## config.mk

```make
export PLATFORM = sky130hd
export DESIGN_NAME = iupac_base_composition_counter
export DESIGN_NICKNAME = d
export VERILOG_FILES = /design/src/hw/rtl/ibcc_pkg.sv /design/src/hw/rtl/ibcc_front.sv /design/src/hw/rtl/ibcc_queue.sv /design/src/hw/rtl/ibcc_back.sv /design/src/hw/rtl/iupac_base_composition_counter.sv
export SDC_FILE = /design/constraint.sdc
export NUM_CORES = 2
export LEC_CHECK = 0
export ABC_CLOCK_PERIOD_IN_PS = 3800
export BUFFER_PORTS_ARGS = -buffer_cell sky130_fd_sc_hd__buf_2
export CAP_MARGIN = 20
export CELL_PAD_IN_SITES_DETAIL_PLACEMENT = 1
export CELL_PAD_IN_SITES_GLOBAL_PLACEMENT = 2
export CORE_MARGIN = 3
export CORE_UTILIZATION = 42
export CTS_BUF_LIST = sky130_fd_sc_hd__clkbuf_4 sky130_fd_sc_hd__clkbuf_8 sky130_fd_sc_hd__clkbuf_16
export CTS_CLUSTER_SIZE = 14
export DETAILED_ROUTE_END_ITERATION = 10
export HOLD_SLACK_MARGIN = 0.06
export PLACE_DENSITY = 0.86
export SYNTH_ARGS = -nofsm -noshare
export SYNTH_HDL_FRONTEND = slang
export SYNTH_SLANG_ARGS = --single-unit
```

## constraint.sdc

```tcl
create_clock -name clk_i -period 3.8 [get_ports clk_i]
set_input_delay 0.38 -clock clk_i [delete_from_list [all_inputs] [get_ports clk_i]]
set_output_delay 0.38 -clock clk_i [all_outputs]
set_load 0.05 [all_outputs]
```

## src/hw/rtl/ibcc_pkg.sv

```systemverilog
// ----------------------------------------------------------------------------
// ibcc_pkg
// Shared types, constants and the symbol classifier for the base composition
// counter.
// ----------------------------------------------------------------------------
package ibcc_pkg;

  localparam int unsigned CountBits    = 32;
  localparam int unsigned CountOutBits = 32;
  localparam int unsigned NumColumns   = 18;
  localparam int unsigned ColBits      = 5;
  localparam int unsigned SymBits      = 8;
  localparam int unsigned QueueDepth   = 4;
  localparam int unsigned QPtrBits     = $clog2(QueueDepth);

  localparam logic [ColBits-1:0] ColLength = ColBits'(0);
  localparam logic [ColBits-1:0] ColOther  = ColBits'(NumColumns - 1);

  localparam logic [SymBits-1:0] LowerA    = 8'h61;
  localparam logic [SymBits-1:0] LowerZ    = 8'h7a;
  localparam logic [SymBits-1:0] CaseShift = 8'd32;

  typedef enum logic [1:0] {
    CmdChar    = 2'd0,
    CmdEnd     = 2'd1,
    CmdMissing = 2'd2,
    CmdUnused  = 2'd3
  } cmd_e;

  typedef enum logic {
    StIdle = 1'b0,
    StDump = 1'b1
  } back_state_e;

  typedef struct packed {
    cmd_e               cmd;
    logic [ColBits-1:0] column;
  } q_entry_t;

  // Fold lowercase, then map to the IUPAC column.
  function automatic logic [ColBits-1:0] classify(input logic [SymBits-1:0] sym);
    logic [SymBits-1:0] c;
    logic [ColBits-1:0] col;
    c = sym;
    if (c >= LowerA && c <= LowerZ) begin
      c = c - CaseShift;
    end
    unique case (c)
      "A":     col = ColBits'(1);
      "C":     col = ColBits'(2);
      "G":     col = ColBits'(3);
      "T":     col = ColBits'(4);
      "S":     col = ColBits'(5);
      "W":     col = ColBits'(6);
      "M":     col = ColBits'(7);
      "K":     col = ColBits'(8);
      "R":     col = ColBits'(9);
      "Y":     col = ColBits'(10);
      "V":     col = ColBits'(11);
      "H":     col = ColBits'(12);
      "D":     col = ColBits'(13);
      "B":     col = ColBits'(14);
      "N":     col = ColBits'(15);
      "I":     col = ColBits'(16);
      default: col = ColOther;
    endcase
    return col;
  endfunction

endpackage

```

## src/hw/rtl/ibcc_front.sv

```systemverilog
// ----------------------------------------------------------------------------
// ibcc_front
// Accepts input items, classifies the symbol and pushes work into the queue.
// ----------------------------------------------------------------------------
module ibcc_front import ibcc_pkg::*; (
  input  logic               in_valid_i,
  output logic               in_ready_o,
  input  logic [1:0]         command_i,
  input  logic [SymBits-1:0] symbol_i,
  input  logic               q_full_i,
  output logic               q_push_o,
  output q_entry_t           q_entry_o
);

  cmd_e cmd;

  assign cmd        = cmd_e'(command_i);
  assign in_ready_o = ~q_full_i;

  // Drop unused commands: accepted, never queued.
  assign q_push_o         = in_valid_i & ~q_full_i & (cmd != CmdUnused);
  assign q_entry_o.cmd    = cmd;
  assign q_entry_o.column = classify(symbol_i);

endmodule

```

## src/hw/rtl/ibcc_queue.sv

```systemverilog
// ----------------------------------------------------------------------------
// ibcc_queue
// Short FIFO between the classifying front and the counting back.
// ----------------------------------------------------------------------------
module ibcc_queue import ibcc_pkg::*; (
  input  logic     clk_i,
  input  logic     rst_ni,
  input  logic     push_i,
  input  q_entry_t entry_i,
  output logic     full_o,
  input  logic     pop_i,
  output logic     valid_o,
  output q_entry_t entry_o
);

  q_entry_t            mem_q [QueueDepth];
  logic [QPtrBits-1:0] wr_ptr_q, wr_ptr_d;
  logic [QPtrBits-1:0] rd_ptr_q, rd_ptr_d;
  logic [QPtrBits:0]   fill_q, fill_d;
  logic                do_push, do_pop;

  assign full_o  = (fill_q == (QPtrBits+1)'(QueueDepth));
  assign valid_o = (fill_q != '0);
  assign entry_o = mem_q[rd_ptr_q];
  assign do_push = push_i & ~full_o;
  assign do_pop  = pop_i & valid_o;

  always_comb begin
    wr_ptr_d = do_push ? wr_ptr_q + QPtrBits'(1) : wr_ptr_q;
    rd_ptr_d = do_pop  ? rd_ptr_q + QPtrBits'(1) : rd_ptr_q;
    fill_d   = fill_q;
    if (do_push && !do_pop) begin
      fill_d = fill_q + (QPtrBits+1)'(1);
    end else if (!do_push && do_pop) begin
      fill_d = fill_q - (QPtrBits+1)'(1);
    end
  end

  always_ff @(posedge clk_i or negedge rst_ni) begin
    if (!rst_ni) begin
      wr_ptr_q <= '0;
      rd_ptr_q <= '0;
      fill_q   <= '0;
    end else begin
      wr_ptr_q <= wr_ptr_d;
      rd_ptr_q <= rd_ptr_d;
      fill_q   <= fill_d;
    end
  end

  always_ff @(posedge clk_i) begin
    if (do_push) begin
      mem_q[wr_ptr_q] <= entry_i;
    end
  end

endmodule

```

## src/hw/rtl/ibcc_back.sv

```systemverilog
// ----------------------------------------------------------------------------
// ibcc_back
// Holds the class counters, bumps them per character and dumps a run of
// column results through an output register.
// ----------------------------------------------------------------------------
module ibcc_back import ibcc_pkg::*; (
  input  logic                    clk_i,
  input  logic                    rst_ni,
  input  logic                    q_valid_i,
  input  q_entry_t                q_entry_i,
  output logic                    q_pop_o,
  output logic                    out_valid_o,
  input  logic                    out_ready_i,
  output logic [ColBits-1:0]      column_o,
  output logic [CountOutBits-1:0] count_o,
  output logic                    is_missing_o,
  output logic                    last_o
);

  back_state_e state_q, state_d;

  logic [CountBits-1:0]    cnt_q [NumColumns];
  logic [ColBits-1:0]      idx_q, idx_d;
  logic                    miss_q, miss_d;

  logic                    out_valid_q, out_valid_d;
  logic [ColBits-1:0]      out_col_q;
  logic [CountOutBits-1:0] out_cnt_q;
  logic                    out_miss_q;
  logic                    out_last_q;

  logic                    load;
  logic                    idx_last;
  logic                    bump;
  logic                    clear;
  logic [CountBits-1:0]    rd_cnt;
  logic [CountOutBits-1:0] rd_cnt_out;

  assign load     = (state_q == StDump) & (~out_valid_q | out_ready_i);
  assign idx_last = (idx_q == ColOther);
  assign rd_cnt   = cnt_q[idx_q];

  generate
    if (CountBits >= CountOutBits) begin : g_trunc
      assign rd_cnt_out = rd_cnt[CountOutBits-1:0];
    end else begin : g_ext
      assign rd_cnt_out = {{(CountOutBits-CountBits){1'b0}}, rd_cnt};
    end
  endgenerate

  // Next state.
  always_comb begin
    state_d = state_q;
    unique case (state_q)
      StIdle: begin
        if (q_valid_i && q_entry_i.cmd != CmdChar) begin
          state_d = StDump;
        end
      end
      StDump: begin
        if (load && idx_last) begin
          state_d = StIdle;
        end
      end
      default: state_d = StIdle;
    endcase
  end

  // Outputs of the sequencer.
  always_comb begin
    q_pop_o     = 1'b0;
    bump        = 1'b0;
    clear       = 1'b0;
    idx_d       = idx_q;
    miss_d      = miss_q;
    out_valid_d = out_valid_q & ~out_ready_i;
    unique case (state_q)
      StIdle: begin
        q_pop_o = q_valid_i;
        if (q_valid_i) begin
          if (q_entry_i.cmd == CmdChar) begin
            bump = 1'b1;
          end else begin
            idx_d  = ColLength;
            miss_d = (q_entry_i.cmd == CmdMissing);
          end
        end
      end
      StDump: begin
        if (load) begin
          out_valid_d = 1'b1;
          idx_d       = idx_q + ColBits'(1);
          clear       = idx_last;
        end
      end
      default: ;
    endcase
  end

  always_ff @(posedge clk_i or negedge rst_ni) begin
    if (!rst_ni) begin
      state_q     <= StIdle;
      out_valid_q <= 1'b0;
      idx_q       <= ColLength;
      miss_q      <= 1'b0;
    end else begin
      state_q     <= state_d;
      out_valid_q <= out_valid_d;
      idx_q       <= idx_d;
      miss_q      <= miss_d;
    end
  end

  // Saturating counters: length and the symbol's class bump together.
  always_ff @(posedge clk_i or negedge rst_ni) begin
    if (!rst_ni) begin
      for (int i = 0; i < NumColumns; i++) begin
        cnt_q[i] <= '0;
      end
    end else begin
      for (int i = 0; i < NumColumns; i++) begin
        if (clear) begin
          cnt_q[i] <= '0;
        end else if (bump && (ColBits'(i) == ColLength || ColBits'(i) == q_entry_i.column)
                     && cnt_q[i] != {CountBits{1'b1}}) begin
          cnt_q[i] <= cnt_q[i] + CountBits'(1);
        end
      end
    end
  end

  always_ff @(posedge clk_i) begin
    if (load) begin
      out_col_q  <= idx_q;
      out_cnt_q  <= miss_q ? '0 : rd_cnt_out;
      out_miss_q <= miss_q;
      out_last_q <= idx_last;
    end
  end

  assign out_valid_o  = out_valid_q;
  assign column_o     = out_col_q;
  assign count_o      = out_cnt_q;
  assign is_missing_o = out_miss_q;
  assign last_o       = out_last_q;

endmodule

```

## src/hw/rtl/iupac_base_composition_counter.sv

```systemverilog
// ----------------------------------------------------------------------------
// iupac_base_composition_counter
// Streaming IUPAC nucleotide composition counter with an 18-column report.
// ----------------------------------------------------------------------------
// Feed one sequence byte per item (command 0); lowercase letters fold to
// uppercase, every byte adds to the length and to one of the classes
// A C G T S W M K R Y V H D B N I or "other". An end item (command 1) reports
// the 18 counts, length first, one result per cycle while out_ready_i is high,
// with last set on the final column, then clears the counters; a missing item
// (command 2) reports 18 zero counts flagged missing and also clears. Command
// 3 is accepted and dropped. Counters saturate at their maximum. Character
// items flow at one per cycle while the back end is idle. An end or missing
// item holds the counter back end while it is popped from the queue and its
// 18 columns are dumped, paced by the single output register; a four-entry
// queue behind the classifier keeps accepting bytes meanwhile until it fills.
module iupac_base_composition_counter import ibcc_pkg::*; (
  input  logic                    clk_i,
  input  logic                    rst_ni,
  input  logic                    in_valid_i,
  output logic                    in_ready_o,
  input  logic [1:0]              command_i,
  input  logic [SymBits-1:0]      symbol_i,
  output logic                    out_valid_o,
  input  logic                    out_ready_i,
  output logic [ColBits-1:0]      column_o,
  output logic [CountOutBits-1:0] count_o,
  output logic                    is_missing_o,
  output logic                    last_o
);

  logic     q_full;
  logic     q_push;
  q_entry_t q_wr_entry;
  logic     q_pop;
  logic     q_valid;
  q_entry_t q_rd_entry;

  // Classify and enqueue.
  ibcc_front u_front (
    .in_valid_i (in_valid_i),
    .in_ready_o (in_ready_o),
    .command_i  (command_i),
    .symbol_i   (symbol_i),
    .q_full_i   (q_full),
    .q_push_o   (q_push),
    .q_entry_o  (q_wr_entry)
  );

  // Decouple front from back.
  ibcc_queue u_queue (
    .clk_i   (clk_i),
    .rst_ni  (rst_ni),
    .push_i  (q_push),
    .entry_i (q_wr_entry),
    .full_o  (q_full),
    .pop_i   (q_pop),
    .valid_o (q_valid),
    .entry_o (q_rd_entry)
  );

  // Count and report.
  ibcc_back u_back (
    .clk_i        (clk_i),
    .rst_ni       (rst_ni),
    .q_valid_i    (q_valid),
    .q_entry_i    (q_rd_entry),
    .q_pop_o      (q_pop),
    .out_valid_o  (out_valid_o),
    .out_ready_i  (out_ready_i),
    .column_o     (column_o),
    .count_o      (count_o),
    .is_missing_o (is_missing_o),
    .last_o       (last_o)
  );

endmodule
```

==> run metrics <==
status completed; clock sinks 658; DRC 0; Syn-to-layout area delta 12.9%; Avg WL per Cell 26.1 um; EDFF count, synth 67; router iterations before antenna repair 5; Die Height 309 um; FF+latch count, synth 658; largest net degree at the start of global routing 134; Initial Util 0.427; final net count 4049; vias 33200; Setup crit start kind register; hold depth 1; P per Cell Area 927 nW/um^2; fin crit period 3560 ps; CTS tree done; WP depth 8; Max Clock Skew 24.1 ps; Yosys cell types 64; Required @ worst endpoint 4340 ps; Reg2Reg Depth 8; die area 95700 um^2; worst r2r src u_queue.rd_ptr_q[0]; initial antenna violation count 16; RSZ-0062 raised after global routing no; global-route wire length before repair 212000 um; top cells by count, synth dfrtp_1 (591), nor2_1 (589), nand2_1 (268); core area 90600 um^2; TritonCTS Buffers 79; syn avg cell area 9.74 um^2; sequential share of the synthesized area 0.435; type of the worst setup path reg -> reg; Filler cells 10100; die span in x 309 um; vias per inst 6.33; placed instance count 5102; GRT overflow 0; Final Hold Viols 0; vias in the first global route 33600; Post-CTS Setup Bufs 0; worst-margin pin slew 1130 ps; maximum vdd drop 0.597 mV; DRT antenna net count 0; Worst-path clk slew 60 ps; ys flop type dfrtp_1; reg2reg setup slack 240 ps; Hold Crit Start command_i[1]; Yosys warning count 0; area occupied by multi-input gates 20800 um^2; Finish-stage setup viols 0; number of max-cap violations 0; Async S/R FF share, synth 0.898; DPL Wire Length 100000 um; crit path DAT 4100 ps; slowest CP cell mux4_2; Largest stage delay, worst path 610 ps; Hold Worst Slack 138 ps; leakage power 15.9 nW; H-tree depth 3; Hold Path Sink u_queue.mem_q[3][6]; Post-Route Setup TNS 0 ps; Worst setup EP type register; Yosys top cell by area dfrtp_1; CP most frequent cell buf_4; All-Layer GR Usage 0.289; Slew HR 0.242; count leader, synth dfrtp_1; Hold Crit Class in -> reg; total power 0.0404 W; CP Buf/Inv Count 2; top cells by area, synth dfrtp_1 (38%), mux4_2 (9.7%), nor2_1 (5.7%); layout cells sized above 1 0.132; I/O pin count 55; root buffer cell clkbuf_16; Mapped Cells 3965; register area 16800 um^2; GPL Wtd Cong 0.952; achievable frequency 0.281 GHz; final worst path period share 0.937; Final Instance Area 43600 um^2; initial drt markers 3085; syn nets 4006; Worst path top cell family by delay simple AND/OR/NAND/NOR gates; Worst-Skew Late Latency 650 ps; critical-path cell list mux4_2 -> nor4_2 -> buf_4 -> nand4_1 -> nor4b_1 -> buf_4 -> a21oi_1 -> a31o_2; fin. max-slew vios 0; placed instance area 40800 um^2; Synth Cell Area 38600 um^2; Yosys top cell area share 0.383; # rows 110; PortBufs 54; Final Non-Filler Cells 5251; clock buffer depth 3; reg2reg end u_back.cnt_q[219]; worst-path fanout max 15; drt total wl 137000 um
## worst register-to-register path: stages, from the launching register on
cell and delay, ps:
dfrtp_2 530, mux4_2 610, nor4_2 310, buf_4 300
nand4_1 580, nor4b_1 590, buf_4 230, a21oi_1 90
a31o_2 230
## registers in the layout, summed over array words and instances (netlist names)
register,flops
u_back.idx_q,5
u_back.miss_q,1
u_back.column_o,5
u_queue.mem_q,28
u_back.count_o,32
u_back.cnt_q,576
u_queue.fill_q,3
u_back.last_o,1
u_queue.rd_ptr_q,2
u_back.state_q,1
u_back.is_missing_o,1
u_queue.wr_ptr_q,2
u_back.out_valid_o,1
## worst max-delay path by stage
stage	to	from	slack (ps)
2_1_floorplan	u_back.cnt_q[57]	u_queue.rd_ptr_q[0]	550
3_3_place_gp	u_back.cnt_q[373]	u_queue.rd_ptr_q[0]	240
3_5_place_dp	u_back.cnt_q[59]	u_queue.rd_ptr_q[0]	150
4_1_cts	u_back.cnt_q[373]	u_queue.rd_ptr_q[0]	130
5_1_grt	u_back.cnt_q[381]	u_queue.rd_ptr_q[0]	90
6_report	u_back.cnt_q[219]	u_queue.rd_ptr_q[0]	240
## layout by cell type, fill, tap and decap left out, drive strengths merged, types with 24 or more instances in the layout
cell,count
mux4,167
edfxtp,67
and2,31
clkbuf,107
and3,106
xor2,233
inv,70
o21ai,69
clkinv,24
nor2,589
or3,66
or4,59
mux2i,52
nand4,231
nand3,267
dfrtp,591
nor4,106
a21oi,118
nor3,158
and4,62
o211ai,41
buf,178
xnor2,206
nand2,268
ha,26
## report_power, final
part	internal [W]	switching, W	total, W
Combinational	0.00685	0.00977	0.0166
Sequential	0.0104	0.00512	0.0156
Clock	0.00503	0.00323	0.00826
Total	0.0223	0.0181	0.0404
## layout make-up
| cell class | count | share of cell area |
|---|---|---|
| clock inverter | 38 | 0.0112 |
| inverter | 68 | 0.00585 |
| antenna | 3 | 0.000172 |
| sequential | 658 | 0.385 |
| clock buffer | 107 | 0.0530 |
| multi-input combinational | 3022 | 0.477 |
| tap | 1176 | 0.0337 |
| timing repair buffer | 179 | 0.0332 |
## logic make-up after synthesis
group / Yosys count / share of synthesized area
adders and majority gates: 28 / 0.00920
xor gates and xnor gates: 439 / 0.0995
and+or+nand+nor: 2040 / 0.271
muxes: 223 / 0.112
DFF: 658 / 0.435
buffers and inverters: 285 / 0.0282
AOI/OAI and AO/OA: 292 / 0.0452
## layer usage
metal | share of wire | wire length (um) | track usage | vias up
li1 | - | - | - | 14600
met1 | 0.42 | 57300 | 0.391 | 17200
met2 | 0.46 | 63000 | 0.454 | 1095
met3 | 0.073 | 9970 | 0.0548 | 312
met4 | 0.051 | 6950 | 0.127 | 6
met5 | 0.00029 | 40 | 0 | -
## stage by stage
| step | util | setup slack [ps] |
|---|---|---|
| floorplan | - | 554 |
| global placement | 0.450 | 244 |
| detailed placement | 0.450 | 150 |
| CTS | 0.481 | 125 |
| global route | 0.481 | 94.6 |
| finish | 0.482 | 238 |
## repair_timing
item	in CTS	in global routing
endpoints found under the hold margin	54	0
hold buffers	1	0
setup endpoints to repair	0	18
gates resized for setup	0	1
Note: power is estimated with default switching activity, not from simulation.
